--- src/hdl/wdc_pkg.sv ---
`timescale 1ns / 1ps

package wdc_pkg;

    // Default upper bound on a grid dimension
    localparam int DEF_MAX_DIM = 256;

    // Configuration port
    localparam int CFG_DATA_W  = 9;
    localparam int CFG_INDEX_W = 2;

    // Register map
    typedef enum logic [CFG_INDEX_W-1:0] {
        REG_DIM_X = 2'd0,
        REG_DIM_Y = 2'd1,
        REG_DIM_Z = 2'd2
    } t_cfg_reg;

    // Result field widths
    localparam int COORD_OUT_W = 8;
    localparam int DIAG_OUT_W  = 10;
    localparam int RANK_W      = 16;
    localparam int POINT_W     = 24;

    // One result item
    typedef struct packed {
        logic                   valid_res;
        logic [COORD_OUT_W-1:0] cell_x;
        logic [COORD_OUT_W-1:0] cell_y;
        logic [COORD_OUT_W-1:0] cell_z;
        logic [DIAG_OUT_W-1:0]  diag_index;
        logic [RANK_W-1:0]      rank_in_diag;
        logic [POINT_W-1:0]     point_index;
        logic [POINT_W-1:0]     diag_first;
        logic                   last_in_diag;
        logic                   last_point;
    } t_result;

    // Largest dimension reachable through a 9-bit register
    function automatic int eff_max(input int max_dim);
        int lim;
        lim = (1 << CFG_DATA_W) - 1;
        return (max_dim < lim) ? max_dim : lim;
    endfunction

    // Bits for a coordinate, 0 .. eff_max-1
    function automatic int coord_w(input int max_dim);
        return $clog2(eff_max(max_dim));
    endfunction

    // Bits for a diagonal index, 0 .. 3*(eff_max-1)
    function automatic int diag_w(input int max_dim);
        return $clog2(3 * (eff_max(max_dim) - 1) + 1);
    endfunction

endpackage

--- src/hdl/wavefront_diagonal_cell_order_unit.sv ---
`timescale 1ns / 1ps

// Walks the cells of a dim_x by dim_y by dim_z grid in wavefront order:
// by diagonal i+j+k, then by k, then by j. Every accepted item (restart or
// next) yields exactly one result item, registered for the next cycle; the
// cursor update is a few combinational adds and compares, so, unless the
// consumer stalls, the rate is one item per clock. Restart returns cell 0,0,0.
// After the last cell, results come back with valid_res low and all other
// fields zero until a restart. Dimension writes of 0 act as 1, values over
// MAX_DIM act as MAX_DIM, and any dimension write also rewinds the walk to
// cell 0,0,0. Write configuration only while no item is in flight.
module wavefront_diagonal_cell_order_unit import wdc_pkg::*; #(
    parameter  int MAX_DIM = DEF_MAX_DIM,
    localparam int CW      = coord_w(MAX_DIM),
    localparam int DW      = diag_w(MAX_DIM)
) (
    input  logic                   i_clk,
    input  logic                   i_rst_n,
    // configuration
    input  logic                   i_cfg_we,
    input  logic [CFG_INDEX_W-1:0] i_cfg_index,
    input  logic [CFG_DATA_W-1:0]  i_cfg_data,
    // request channel
    input  logic                   i_in_valid,
    output logic                   o_in_stall,
    input  logic                   i_restart,
    // result channel
    output logic                   o_out_valid,
    input  logic                   i_out_stall,
    output logic                   o_valid_res,
    output logic [COORD_OUT_W-1:0] o_cell_x,
    output logic [COORD_OUT_W-1:0] o_cell_y,
    output logic [COORD_OUT_W-1:0] o_cell_z,
    output logic [DIAG_OUT_W-1:0]  o_diag_index,
    output logic [RANK_W-1:0]      o_rank_in_diag,
    output logic [POINT_W-1:0]     o_point_index,
    output logic [POINT_W-1:0]     o_diag_first,
    output logic                   o_last_in_diag,
    output logic                   o_last_point
);

    logic [CW-1:0]      nx_m1, ny_m1, nz_m1;
    logic [DW-1:0]      last_diag;
    logic               cfg_hit;
    logic               in_accept;

    logic [DW-1:0]      r_diag, n_diag;
    logic [CW-1:0]      r_k, n_k;
    logic [CW-1:0]      r_j, n_j;
    logic [RANK_W-1:0]  r_rank, n_rank;
    logic [POINT_W-1:0] r_point, n_point;
    logic [POINT_W-1:0] r_base, n_base;
    logic               r_finished, n_finished;

    t_result            n_out;
    t_result            r_out;
    logic               r_out_valid;

    wdc_cfg #(
        .MAX_DIM (MAX_DIM)
    ) u_cfg (
        .i_clk       (i_clk),
        .i_rst_n     (i_rst_n),
        .i_cfg_we    (i_cfg_we),
        .i_cfg_index (i_cfg_index),
        .i_cfg_data  (i_cfg_data),
        .o_nx_m1     (nx_m1),
        .o_ny_m1     (ny_m1),
        .o_nz_m1     (nz_m1),
        .o_last_diag (last_diag),
        .o_cfg_hit   (cfg_hit)
    );

    wdc_step #(
        .MAX_DIM (MAX_DIM)
    ) u_step (
        .i_restart   (i_restart),
        .i_diag      (r_diag),
        .i_k         (r_k),
        .i_j         (r_j),
        .i_rank      (r_rank),
        .i_point     (r_point),
        .i_base      (r_base),
        .i_finished  (r_finished),
        .i_nx_m1     (nx_m1),
        .i_ny_m1     (ny_m1),
        .i_nz_m1     (nz_m1),
        .i_last_diag (last_diag),
        .o_result    (n_out),
        .o_diag      (n_diag),
        .o_k         (n_k),
        .o_j         (n_j),
        .o_rank      (n_rank),
        .o_point     (n_point),
        .o_base      (n_base),
        .o_finished  (n_finished)
    );

    // Stall only while a result waits and the consumer holds it
    assign o_in_stall = r_out_valid && i_out_stall;
    assign in_accept  = i_in_valid && !o_in_stall;

    // Hold the cursor; rewind on a dimension write
    always_ff @(posedge i_clk) begin
        if (!i_rst_n) begin
            r_diag     <= '0;
            r_k        <= '0;
            r_j        <= '0;
            r_rank     <= '0;
            r_point    <= '0;
            r_base     <= '0;
            r_finished <= 1'b0;
        end else if (cfg_hit) begin
            r_diag     <= '0;
            r_k        <= '0;
            r_j        <= '0;
            r_rank     <= '0;
            r_point    <= '0;
            r_base     <= '0;
            r_finished <= 1'b0;
        end else if (in_accept) begin
            r_diag     <= n_diag;
            r_k        <= n_k;
            r_j        <= n_j;
            r_rank     <= n_rank;
            r_point    <= n_point;
            r_base     <= n_base;
            r_finished <= n_finished;
        end
    end

    // Result valid: set on accept, clear once taken
    always_ff @(posedge i_clk) begin
        if (!i_rst_n) begin
            r_out_valid <= 1'b0;
        end else if (in_accept) begin
            r_out_valid <= 1'b1;
        end else if (!i_out_stall) begin
            r_out_valid <= 1'b0;
        end
    end

    // Result payload
    always_ff @(posedge i_clk) begin
        if (in_accept) begin
            r_out <= n_out;
        end
    end

    assign o_out_valid    = r_out_valid;
    assign o_valid_res    = r_out.valid_res;
    assign o_cell_x       = r_out.cell_x;
    assign o_cell_y       = r_out.cell_y;
    assign o_cell_z       = r_out.cell_z;
    assign o_diag_index   = r_out.diag_index;
    assign o_rank_in_diag = r_out.rank_in_diag;
    assign o_point_index  = r_out.point_index;
    assign o_diag_first   = r_out.diag_first;
    assign o_last_in_diag = r_out.last_in_diag;
    assign o_last_point   = r_out.last_point;

endmodule

--- src/hdl/wdc_cfg.sv ---
`timescale 1ns / 1ps

module wdc_cfg import wdc_pkg::*; #(
    parameter  int MAX_DIM = DEF_MAX_DIM,
    localparam int CW      = coord_w(MAX_DIM),
    localparam int DW      = diag_w(MAX_DIM),
    localparam int EFF_MAX = eff_max(MAX_DIM)
) (
    input  logic                   i_clk,
    input  logic                   i_rst_n,
    input  logic                   i_cfg_we,
    input  logic [CFG_INDEX_W-1:0] i_cfg_index,
    input  logic [CFG_DATA_W-1:0]  i_cfg_data,
    output logic [CW-1:0]          o_nx_m1,
    output logic [CW-1:0]          o_ny_m1,
    output logic [CW-1:0]          o_nz_m1,
    output logic [DW-1:0]          o_last_diag,
    output logic                   o_cfg_hit
);

    logic [CW-1:0] r_nx_m1;
    logic [CW-1:0] r_ny_m1;
    logic [CW-1:0] r_nz_m1;
    logic [CW-1:0] n_dim_m1;

    // Clamp the written dimension to 1 .. MAX_DIM and keep it minus one
    always_comb begin
        if (i_cfg_data == '0) begin
            n_dim_m1 = '0;
        end else if (32'(i_cfg_data) > 32'(MAX_DIM)) begin
            n_dim_m1 = CW'(EFF_MAX - 1);
        end else begin
            n_dim_m1 = CW'(i_cfg_data - CFG_DATA_W'(1));
        end
    end

    // Hold the dimension registers
    always_ff @(posedge i_clk) begin
        if (!i_rst_n) begin
            r_nx_m1 <= '0;
            r_ny_m1 <= '0;
            r_nz_m1 <= '0;
        end else if (i_cfg_we) begin
            unique case (i_cfg_index)
                REG_DIM_X: r_nx_m1 <= n_dim_m1;
                REG_DIM_Y: r_ny_m1 <= n_dim_m1;
                REG_DIM_Z: r_nz_m1 <= n_dim_m1;
                default:   ;
            endcase
        end
    end

    // Flag a write that lands on a known register
    assign o_cfg_hit = i_cfg_we && (i_cfg_index == REG_DIM_X ||
                                    i_cfg_index == REG_DIM_Y ||
                                    i_cfg_index == REG_DIM_Z);

    assign o_nx_m1     = r_nx_m1;
    assign o_ny_m1     = r_ny_m1;
    assign o_nz_m1     = r_nz_m1;
    assign o_last_diag = DW'(r_nx_m1) + DW'(r_ny_m1) + DW'(r_nz_m1);

endmodule

--- src/hdl/wdc_step.sv ---
`timescale 1ns / 1ps

module wdc_step import wdc_pkg::*; #(
    parameter  int MAX_DIM = DEF_MAX_DIM,
    localparam int CW      = coord_w(MAX_DIM),
    localparam int DW      = diag_w(MAX_DIM)
) (
    input  logic               i_restart,
    input  logic [DW-1:0]      i_diag,
    input  logic [CW-1:0]      i_k,
    input  logic [CW-1:0]      i_j,
    input  logic [RANK_W-1:0]  i_rank,
    input  logic [POINT_W-1:0] i_point,
    input  logic [POINT_W-1:0] i_base,
    input  logic               i_finished,
    input  logic [CW-1:0]      i_nx_m1,
    input  logic [CW-1:0]      i_ny_m1,
    input  logic [CW-1:0]      i_nz_m1,
    input  logic [DW-1:0]      i_last_diag,
    output t_result            o_result,
    output logic [DW-1:0]      o_diag,
    output logic [CW-1:0]      o_k,
    output logic [CW-1:0]      o_j,
    output logic [RANK_W-1:0]  o_rank,
    output logic [POINT_W-1:0] o_point,
    output logic [POINT_W-1:0] o_base,
    output logic               o_finished
);

    localparam int SW = DW + 2;

    logic [DW-1:0]      diag;
    logic [CW-1:0]      kk;
    logic [CW-1:0]      jj;
    logic [RANK_W-1:0]  rank;
    logic [POINT_W-1:0] point;
    logic [POINT_W-1:0] base;
    logic               done;
    logic [POINT_W-1:0] point_inc;

    logic signed [SW-1:0] s_d, s_k, s_j, s_nx, s_ny, s_nz;
    logic signed [SW-1:0] s_jmax, s_kmax, s_x;
    logic signed [SW-1:0] s_k1, s_jk, s_d1, s_kn, s_jn;
    logic signed [SW-1:0] raw_jk, raw_kn, raw_jn;
    logic                 j_more, k_more, end_diag, end_grid;

    // Drop back to cell 0,0,0 on restart
    always_comb begin
        diag  = i_restart ? '0 : i_diag;
        kk    = i_restart ? '0 : i_k;
        jj    = i_restart ? '0 : i_j;
        rank  = i_restart ? '0 : i_rank;
        point = i_restart ? '0 : i_point;
        base  = i_restart ? '0 : i_base;
        done  = i_restart ? 1'b0 : i_finished;
    end

    // Bounds of the current diagonal and the candidate next cells
    always_comb begin
        s_d  = $signed(SW'(diag));
        s_k  = $signed(SW'(kk));
        s_j  = $signed(SW'(jj));
        s_nx = $signed(SW'(i_nx_m1));
        s_ny = $signed(SW'(i_ny_m1));
        s_nz = $signed(SW'(i_nz_m1));

        s_x    = s_d - s_j - s_k;
        s_jmax = (s_ny < s_x + s_j) ? s_ny : s_x + s_j;
        s_kmax = (s_nz < s_d) ? s_nz : s_d;
        j_more = s_j < s_jmax;
        k_more = s_k < s_kmax;
        end_diag = !j_more && !k_more;
        end_grid = end_diag && (diag == i_last_diag);

        // next k within the diagonal
        s_k1   = s_k + SW'(1);
        raw_jk = s_d - s_k1 - s_nx;
        s_jk   = (raw_jk < 0) ? '0 : raw_jk;

        // first cell of the next diagonal
        s_d1   = s_d + SW'(1);
        raw_kn = s_d1 - s_nx - s_ny;
        s_kn   = (raw_kn < 0) ? '0 : raw_kn;
        raw_jn = s_d1 - s_kn - s_nx;
        s_jn   = (raw_jn < 0) ? '0 : raw_jn;
    end

    assign point_inc = point + POINT_W'(1);

    // Build the result item
    always_comb begin
        o_result = '0;
        if (!done) begin
            o_result.valid_res    = 1'b1;
            o_result.cell_x       = COORD_OUT_W'(s_x);
            o_result.cell_y       = COORD_OUT_W'(jj);
            o_result.cell_z       = COORD_OUT_W'(kk);
            o_result.diag_index   = DIAG_OUT_W'(diag);
            o_result.rank_in_diag = rank;
            o_result.point_index  = point;
            o_result.diag_first   = base;
            o_result.last_in_diag = end_diag;
            o_result.last_point   = end_grid;
        end
    end

    // Advance the cursor
    always_comb begin
        o_diag     = diag;
        o_k        = kk;
        o_j        = jj;
        o_rank     = rank;
        o_point    = point;
        o_base     = base;
        o_finished = done;
        if (!done) begin
            o_point = point_inc;
            if (j_more) begin
                o_j    = jj + CW'(1);
                o_rank = rank + RANK_W'(1);
            end else if (k_more) begin
                o_k    = CW'(s_k1);
                o_j    = CW'(s_jk);
                o_rank = rank + RANK_W'(1);
            end else if (end_grid) begin
                o_finished = 1'b1;
            end else begin
                o_diag = DW'(s_d1);
                o_k    = CW'(s_kn);
                o_j    = CW'(s_jn);
                o_rank = '0;
                o_base = point_inc;
            end
        end
    end

endmodule
--- config.mk ---
export PLATFORM = sky130hd
export DESIGN_NAME = wavefront_diagonal_cell_order_unit
export DESIGN_NICKNAME = d
export VERILOG_FILES = /design/src/hdl/wdc_pkg.sv /design/src/hdl/wavefront_diagonal_cell_order_unit.sv /design/src/hdl/wdc_cfg.sv /design/src/hdl/wdc_step.sv
export SDC_FILE = /design/constraint.sdc
export NUM_CORES = 1
export LEC_CHECK = 0
export BUFFER_PORTS_ARGS = -buffer_cell sky130_fd_sc_hd__buf_2
export CAP_MARGIN = 20
export CORE_UTILIZATION = 66
export CTS_CLUSTER_DIAMETER = 30
export DETAILED_ROUTE_END_ITERATION = 8
export PLACE_DENSITY = 0.94
export SYNTH_ARGS = -nofsm -noshare
export SYNTH_HDL_FRONTEND = slang
export SYNTH_SLANG_ARGS = --single-unit
--- constraint.sdc ---
create_clock -name i_clk -period 16.1 [get_ports i_clk]
set_clock_uncertainty 0.15 [all_clocks]
set_input_delay 1.61 -clock i_clk [delete_from_list [all_inputs] [get_ports i_clk]]
set_output_delay 1.61 -clock i_clk [all_outputs]
set_load 0.02 [all_outputs]
==> results of run 1 <==
[state kept, by name (all words and copies together) (netlist names), 10 cells and up]
signal,flops
r_rank,16
r_point,24
r_base,24
o_diag_first,24
o_rank_in_diag,16
o_point_index,24
r_diag,10
o_diag_index,10
[critical path, delay by kind of cell]
family / cells / cell delay, ns
AOI/OAI and AO/OA: 14 / 3.73
xor gates and xnor gates: 1 / 0.21
adders and majority gates: 6 / 2.15
buffers and inverters: 6 / 1.45
muxes: 1 / 0.14
and+or+nand+nor: 6 / 1.32
[through the flow]
stage               cell area, um2  instances  setup WS, ns  hold WS [ns]  power, uW
floorplan                    14780       1655         6.368        0.2827       1825
global placement             15550       1994         5.695        0.2988       2130
detailed placement           15550       1994         5.372        0.3090       2171
CTS                          16990       2071         5.892        0.3229       3059
global route                 16990       2071         5.086        0.3310       3256
finish                       16990       2071         5.681        0.3191       3109
[cell families after synthesis]
group	after synthesis	synth area share, %
buffers and inverters	203	5.326
AO/OA/AOI/OAI	409	19.05
adder cells (fa/ha/maj)	142	13.36
XOR/XNOR	99	6.012
multiplexers	16	1.092
flip-flops	217	36.24
AND/OR/NAND/NOR	569	18.91
[synthesized netlist by cell type (27+ instances only)]
| cell | number |
|---|---|
| xor2_1 | 37 |
| a21oi_1 | 105 |
| o21ai_0 | 74 |
| xnor2_1 | 60 |
| nor2_1 | 146 |
| inv_1 | 125 |
| fa_1 | 27 |
| nor2b_1 | 35 |
| edfxtp_1 | 101 |
| nand2_1 | 154 |
| clkbuf_1 | 55 |
| and2_1 | 70 |
| nand3_1 | 39 |
| dfxtp_1 | 116 |
| ha_1 | 112 |
| nor3_1 | 35 |
[worst max-delay path by stage]
stage / cells after the start / slack [ns] / end / from
6_report: 34 / 5.68 / r_base[23] / i_restart
5_1_grt: 37 / 5.09 / r_base[10] / i_restart
4_1_cts: 37 / 5.89 / r_base[23] / i_restart
3_5_place_dp: 37 / 5.37 / r_base[10] / i_restart
3_3_place_gp: 34 / 5.70 / r_base[20] / i_restart
2_1_floorplan: 42 / 6.37 / r_base[0] / i_restart
[layer usage]
layer	vias to the layer above	global-route usage, %	routed length [um]
met3	206	7.006	4232
met1	6312	47.10	16660
li1	6067	-	-
met2	877	62.56	20210
met4	0	20.10	2391
met5	-	0	0
[cell type report]
cell class                 instances  area [um2]
multi-input combinational       1235        8650
sequential                       217        5355
fill                            1401        4902
clock buffer                      50        1142
timing repair buffer             134       708.2
inverter                         128       483.0
tap                              280       350.3
clock inverter                    27       300.3
[power by group through the flow]
stage / combinational (uW) / clock (uW) / sequential [uW]
after floorplan: 1140 / 0 / 690
final: 1570 / 884 / 660
after CTS: 1520 / 881 / 658
after global routing: 1690 / 907 / 663
after detailed placement: 1500 / 0 / 668
after global placement: 1460 / 0 / 666
==> impl_metrics.csv, run 1 <==
group,metric,value,unit
status,outcome,"finished clean",
drt,wirelength,43.50,mm
worst_setup_path,crit_slowest_cell,"a31oi_2",
timing,finalSetupViolations,0,
drt,drtIter0Drc,1622,
global_route,grt_start_max_net_pins,62,
drt,firstDrtPassIters,7,
logic_synthesis,syn-num-nets,1811,
worst_setup_path,worst-setup-path-type,"in -> reg",
floorplan,start_util,67.50,%
min_path,whs_endpoint,"r_point[4]",
cells_and_area,drive_above_1_share,13.40,%
place,dp_hpwl,30.20,mm
timing,rsz0062_at_grt,"no",
pwr,combPwrFrac,50.4,%
pwr,p_sw_share,43.88,%
logic_synthesis,synthArstFlopShare,0,%
worst_setup_path,reg2reg_to,"r_base[23]",
place,globalplace.congestion,0.9931,
pwr,vdd_drop_max,334.6,uV
worst_setup_path,critPathRequiredTime,16.37,ns
global_route,grt_pass1_wl,67.30,mm
global_route,grt_pass1_vias,12720,
logic_synthesis,synth_edf_count,101,
worst_setup_path,rr_worst_depth,33,
drt,ant_nets,0,
pwr,p_per_area,183.0,nW/um2
cells_and_area,final_cell_mix,"154 x nand2_1, 144 x nor2_1, 124 x inv_1",
global_route,grt_overflow_total,0,
floorplan,die_h,151.6,um
worst_setup_path,reg2reg_setup_slack,7.37,ns
worst_setup_path,slowest_delay,0.59,ns
drt,wl_per_cell,21.00,um
cells_and_area,area_delta_synth_final,14.98,%
min_path,hold_depth,2,
global_route,antenna_found_initial,0,
cells_and_area,final_common_cell,"nand2_1",
pwr,p_sw,1364,uW
logic_synthesis,synthFlopType,"dfxtp_1",
timing,finalCritPeriodShare,64.71,%
timing,tightest_slew,1.163,ns
pwr,p_seq_share,21.2,%
clock_tree,cts_hold_buf,0,
min_path,hold_class,"reg -> reg",
floorplan,core,21890,um2
logic_synthesis,synth-seq-cells,217,
job,drv_cap,0,
place,io_buffers,119,
drt,via_per_inst,6.500,
clock_tree,clock_path_buffers,3,
logic_synthesis,synthCells,1655,
cells_and_area,nets,1914,
clock_tree,cts_made_buffers,42,
logic_synthesis,ys_types,94,
clock_tree,post_cts_buffers,0,
cells_and_area,postLayoutCoreUtil,77.61,%
drt,vias,13460,
timing,final_max_slew_viol_count,0,
timing,tns,0,ns
worst_setup_path,cp-end-kind,"register",
clock_tree,cts-htree-levels,2,
timing,layout_min_cycle_time,10.42,ns
logic_synthesis,synth.yosys.warnings,0,
floorplan,rows,54,
logic_synthesis,synth_top_area_share,20.53,%
worst_setup_path,timing.rr.start,"r_diag[0]",
clock_tree,cts-root-buf,"clkbuf_16",
drt,drc,0,
pwr,p_leak,0.007178,uW
min_path,hold_start,"r_point[4]",
worst_setup_path,start_kind,"primary input",
clock_tree,clk_latency,0.54,ns
clock_tree,clkTransAtPathRegs,0.05,ns
floorplan,die_w,151.6,um
logic_synthesis,ys_seq_area_share,36.24,%
clock_tree,tritoncts,"done",
logic_synthesis,synth_area,14780,um2
global_route,grt_use_total,37.90,%
worst_setup_path,arrival,10.69,ns
pwr,power_frac_clock,28.4,%
timing,timing.fmax,95.98,MHz
timing,hold_viol,0,
logic_synthesis,ys_top_cells_by_area,"edfxtp_1 21%, dfxtp_1 16%, ha_1 9.5%",
cells_and_area,n_antenna_cell,0,
clock_tree,post_cts_resized,0,
pwr,p_int,1745,uW
logic_synthesis,avgSynthCellArea,8.928,um2
logic_synthesis,yosysTopAreaCell,"edfxtp_1",
worst_setup_path,crit_fanout,45,
floorplan,die_area,22990,um2
worst_setup_path,worst_path_most_repeated_cell,"ha_1",
timing,slew-limit-headroom,22.19,%
clock_tree,cts.sinks,217,
floorplan,num_io_pins,120,
Power figures use the tool's default switching activity.
==> run 2: changes to the inputs <==
--- a/config.mk
+++ b/config.mk
@@ -5,12 +5,13 @@
 export SDC_FILE = /design/constraint.sdc
 export NUM_CORES = 1
 export LEC_CHECK = 0
+export ABC_AREA = 1
 export BUFFER_PORTS_ARGS = -buffer_cell sky130_fd_sc_hd__buf_2
 export CAP_MARGIN = 20
-export CORE_UTILIZATION = 66
+export CORE_UTILIZATION = 56
 export CTS_CLUSTER_DIAMETER = 30
 export DETAILED_ROUTE_END_ITERATION = 8
-export PLACE_DENSITY = 0.94
+export PLACE_DENSITY = 0.85
 export SYNTH_ARGS = -nofsm -noshare
 export SYNTH_HDL_FRONTEND = slang
 export SYNTH_SLANG_ARGS = --single-unit
==> constraint.sdc (replaced) <==
create_clock -name i_clk -period 9.08 [get_ports i_clk]
set_clock_uncertainty 0.15 [all_clocks]
set_input_delay 0.908 -clock i_clk [delete_from_list [all_inputs] [get_ports i_clk]]
set_output_delay 0.908 -clock i_clk [all_outputs]
set_load 0.02 [all_outputs]
==> run 2 against run 1 <==
  * Design area rose by 5.3%
  * Utilization shrank 12 points
  * Critical path type unchanged
  * Total power rose by 59%
  * First-iteration DRC count fell by 14%
  * Sequential power is 79% higher
  * Largest cell class unchanged
  * Highest routed layer unchanged
  * Non-clock buffer count up 7
  * Clock power rose by 70%
  * Setup slack got worse by 4.9 ns
  * Combinational power rose by 44%
  * Via count is 9.7% higher
==> impl_metrics.csv, run 2 <==
group,metric,value,unit
drt,ant_nets,0,
worst_setup_path,reg2reg_setup_slack,1.20,ns
logic_synthesis,synthArstFlopShare,0,%
floorplan,num_io_pins,120,
timing,slew-limit-headroom,26.80,%
drt,vias,14770,
cells_and_area,drive_above_1_share,12.70,%
logic_synthesis,synth_area,15580,um2
worst_setup_path,worst-setup-path-type,"in -> reg",
worst_setup_path,slowest_delay,0.36,ns
drt,firstDrtPassIters,6,
worst_setup_path,worst_path_most_repeated_cell,"nand2_1",
timing,timing.fmax,120.6,MHz
place,dp_hpwl,32.01,mm
timing,finalSetupViolations,0,
worst_setup_path,start_kind,"primary input",
logic_synthesis,synthFlopType,"dfxtp_1",
pwr,p_per_area,276.2,nW/um2
logic_synthesis,ys_top_cells_by_area,"edfxtp_1 19%, dfxtp_1 15%, ha_1 9.0%",
floorplan,die_h,168.8,um
global_route,grt_start_max_net_pins,177,
timing,rsz0062_at_grt,"no",
worst_setup_path,arrival,8.60,ns
floorplan,core,27100,um2
global_route,grt_use_total,30.93,%
clock_tree,cts_made_buffers,43,
global_route,grt_overflow_total,0,
clock_tree,clkTransAtPathRegs,0.05,ns
logic_synthesis,syn-num-nets,2248,
clock_tree,clock_path_buffers,3,
logic_synthesis,synthCells,2092,
clock_tree,clk_latency,0.53,ns
worst_setup_path,critPathRequiredTime,9.39,ns
drt,wl_per_cell,16.84,um
worst_setup_path,crit_fanout,27,
pwr,p_leak,0.008590,uW
global_route,globalRoute.busiestLayer,"met2",
timing,tightest_slew,1.084,ns
pwr,vdd_drop_max,168.8,uV
logic_synthesis,netlist_top_cells_count,"356 x nand2_1, 336 x inv_1, 226 x nor2_1",
worst_setup_path,setup.worst_path.end,"r_diag[9]",
drt,drtIter0Drc,1387,
logic_synthesis,ys_types,61,
clock_tree,post_cts_buffers,0,
timing,layout_min_cycle_time,8.294,ns
timing,tns,0,ns
min_path,hold_class,"reg -> reg",
timing,hold_viol,0,
logic_synthesis,synth_edf_count,101,
cells_and_area,final_cell_mix,"356 x nand2_1, 336 x inv_1, 224 x nor2_1",
global_route,use_met2,51.90,%
clock_tree,cts_hold_buf,0,
logic_synthesis,synth-seq-cells,217,
clock_tree,cts.sinks,217,
worst_setup_path,rr_worst_depth,53,
drt,via_per_inst,5.659,
timing,final_max_slew_viol_count,0,
job,drv_cap,0,
drt,wirelength,43.94,mm
logic_synthesis,ys_seq_area_share,34.38,%
logic_synthesis,synth_top_area_share,19.47,%
logic_synthesis,synth.yosys.warnings,0,
global_route,use_met1,38.22,%
floorplan,rows,60,
drt,drc,0,
clock_tree,post_cts_resized,0,
worst_setup_path,reg2reg_to,"r_diag[9]",
status,outcome,"finished clean",
logic_synthesis,yosysMostFrequentCell,"nand2_1",
worst_setup_path,crit_path_start,"i_restart",
global_route,grt_pass1_wl,70.17,mm
timing,finalCritPeriodShare,91.35,%
worst_setup_path,crit_slowest_cell,"nor2_8",
global_route,antenna_found_initial,1,
clock_tree,tritoncts,"done",
worst_setup_path,timing.rr.start,"r_diag[1]",
global_route,met3_usage,4.559,%
pwr,p_total,4940,uW
worst_setup_path,cp-end-kind,"register",
clock_tree,cts-root-buf,"clkbuf_16",
floorplan,die_area,28490,um2
logic_synthesis,avgSynthCellArea,7.446,um2
place,io_buffers,119,
clock_tree,cts-htree-levels,2,
floorplan,start_util,57.48,%
global_route,grt_pass1_vias,14050,
floorplan,die_w,168.8,um
cells_and_area,nets,2359,
logic_synthesis,yosysTopAreaCell,"edfxtp_1",
cells_and_area,final_common_cell,"nand2_1",
place,globalplace.congestion,1.025,
cells_and_area,area_delta_synth_final,14.82,%
run 2: cell types whose count changed after synthesis, moves of 21 or more:
cell	delta
nand3_1	+76
inv_1	+211
and3_1	-21
xnor2_1	-41
o21ai_0	+74
a21o_1	-23
nor2_1	+80
and2_1	-69
a21oi_1	+78
a22o_1	-26
nor2b_1	-35
nand2_1	+202
xor2_1	+29
run 2: report_power, final:
group	internal, uW	switching, uW	total (uW)
registers	1130	52.2	1180
logic	762	1500	2260
clock network	931	568	1500
run 2: worst max-delay path, delay by kind of cell:
kind | cells | cell delay, ns
AND/OR/NAND/NOR | 33 | 3.86
adder cells (fa/ha/maj) | 5 | 1.47
AO/OA/AOI/OAI | 8 | 1.14
buffers and inverters | 8 | 1.02
XOR/XNOR | 1 | 0.18
run 2: worst min-delay path by stage:
stage	cells past startpoint	to	from
after floorplan	2	r_diag[2]	r_diag[2]
after global placement	2	r_base[6]	r_base[6]
after detailed placement	2	r_base[7]	r_base[7]
after CTS	2	r_base[2]	r_base[2]
after global routing	2	r_base[10]	r_base[10]
final	2	r_base[4]	r_base[4]
run 2: cells by family after synthesis:
group | share of synthesized area (%)
xor+xnor | 4.779
fa+ha+maj | 12.47
flops | 34.38
buf+inv | 10.57
compound gates | 13.74
simple gates | 24.06
run 2: final cells by class:
class | instances | area, um2
clock buffers | 49 | 1109
diodes | 1 | 2.502
repair buffers | 141 | 773.2
well taps | 372 | 465.4
fillers | 2303 | 9215
multi-input cells | 1455 | 8589
inverters | 345 | 1299
clock inverters | 30 | 289.0
flip-flops and latches | 217 | 5359
run 2: metal layers:
layer	up-vias	wire length (um)
met2	649	20580
met4	0	2264
met3	136	3291
li1	7061	-
met5	-	0
met1	6925	17810
run 2: through the flow:
| stage | area [um2] | hold slack (ns) | worst slack, ns | instances | utilization [%] |
|---|---|---|---|---|---|
| 6_report | 17890 | 0.3179 | 0.7857 | 2610 | 66.00 |
| 5_1_grt | 17890 | 0.3292 | 0.1463 | 2610 | 66.00 |
| 4_1_cts | 17880 | 0.3133 | 0.9029 | 2609 | 65.99 |
| 3_5_place_dp | 16490 | 0.3051 | 0.4524 | 2530 | 60.83 |
| 3_3_place_gp | 16490 | 0.3013 | 0.7818 | 2530 | 60.83 |
| 2_1_floorplan | 15580 | 0.2953 | 0.9177 | 2092 | - |
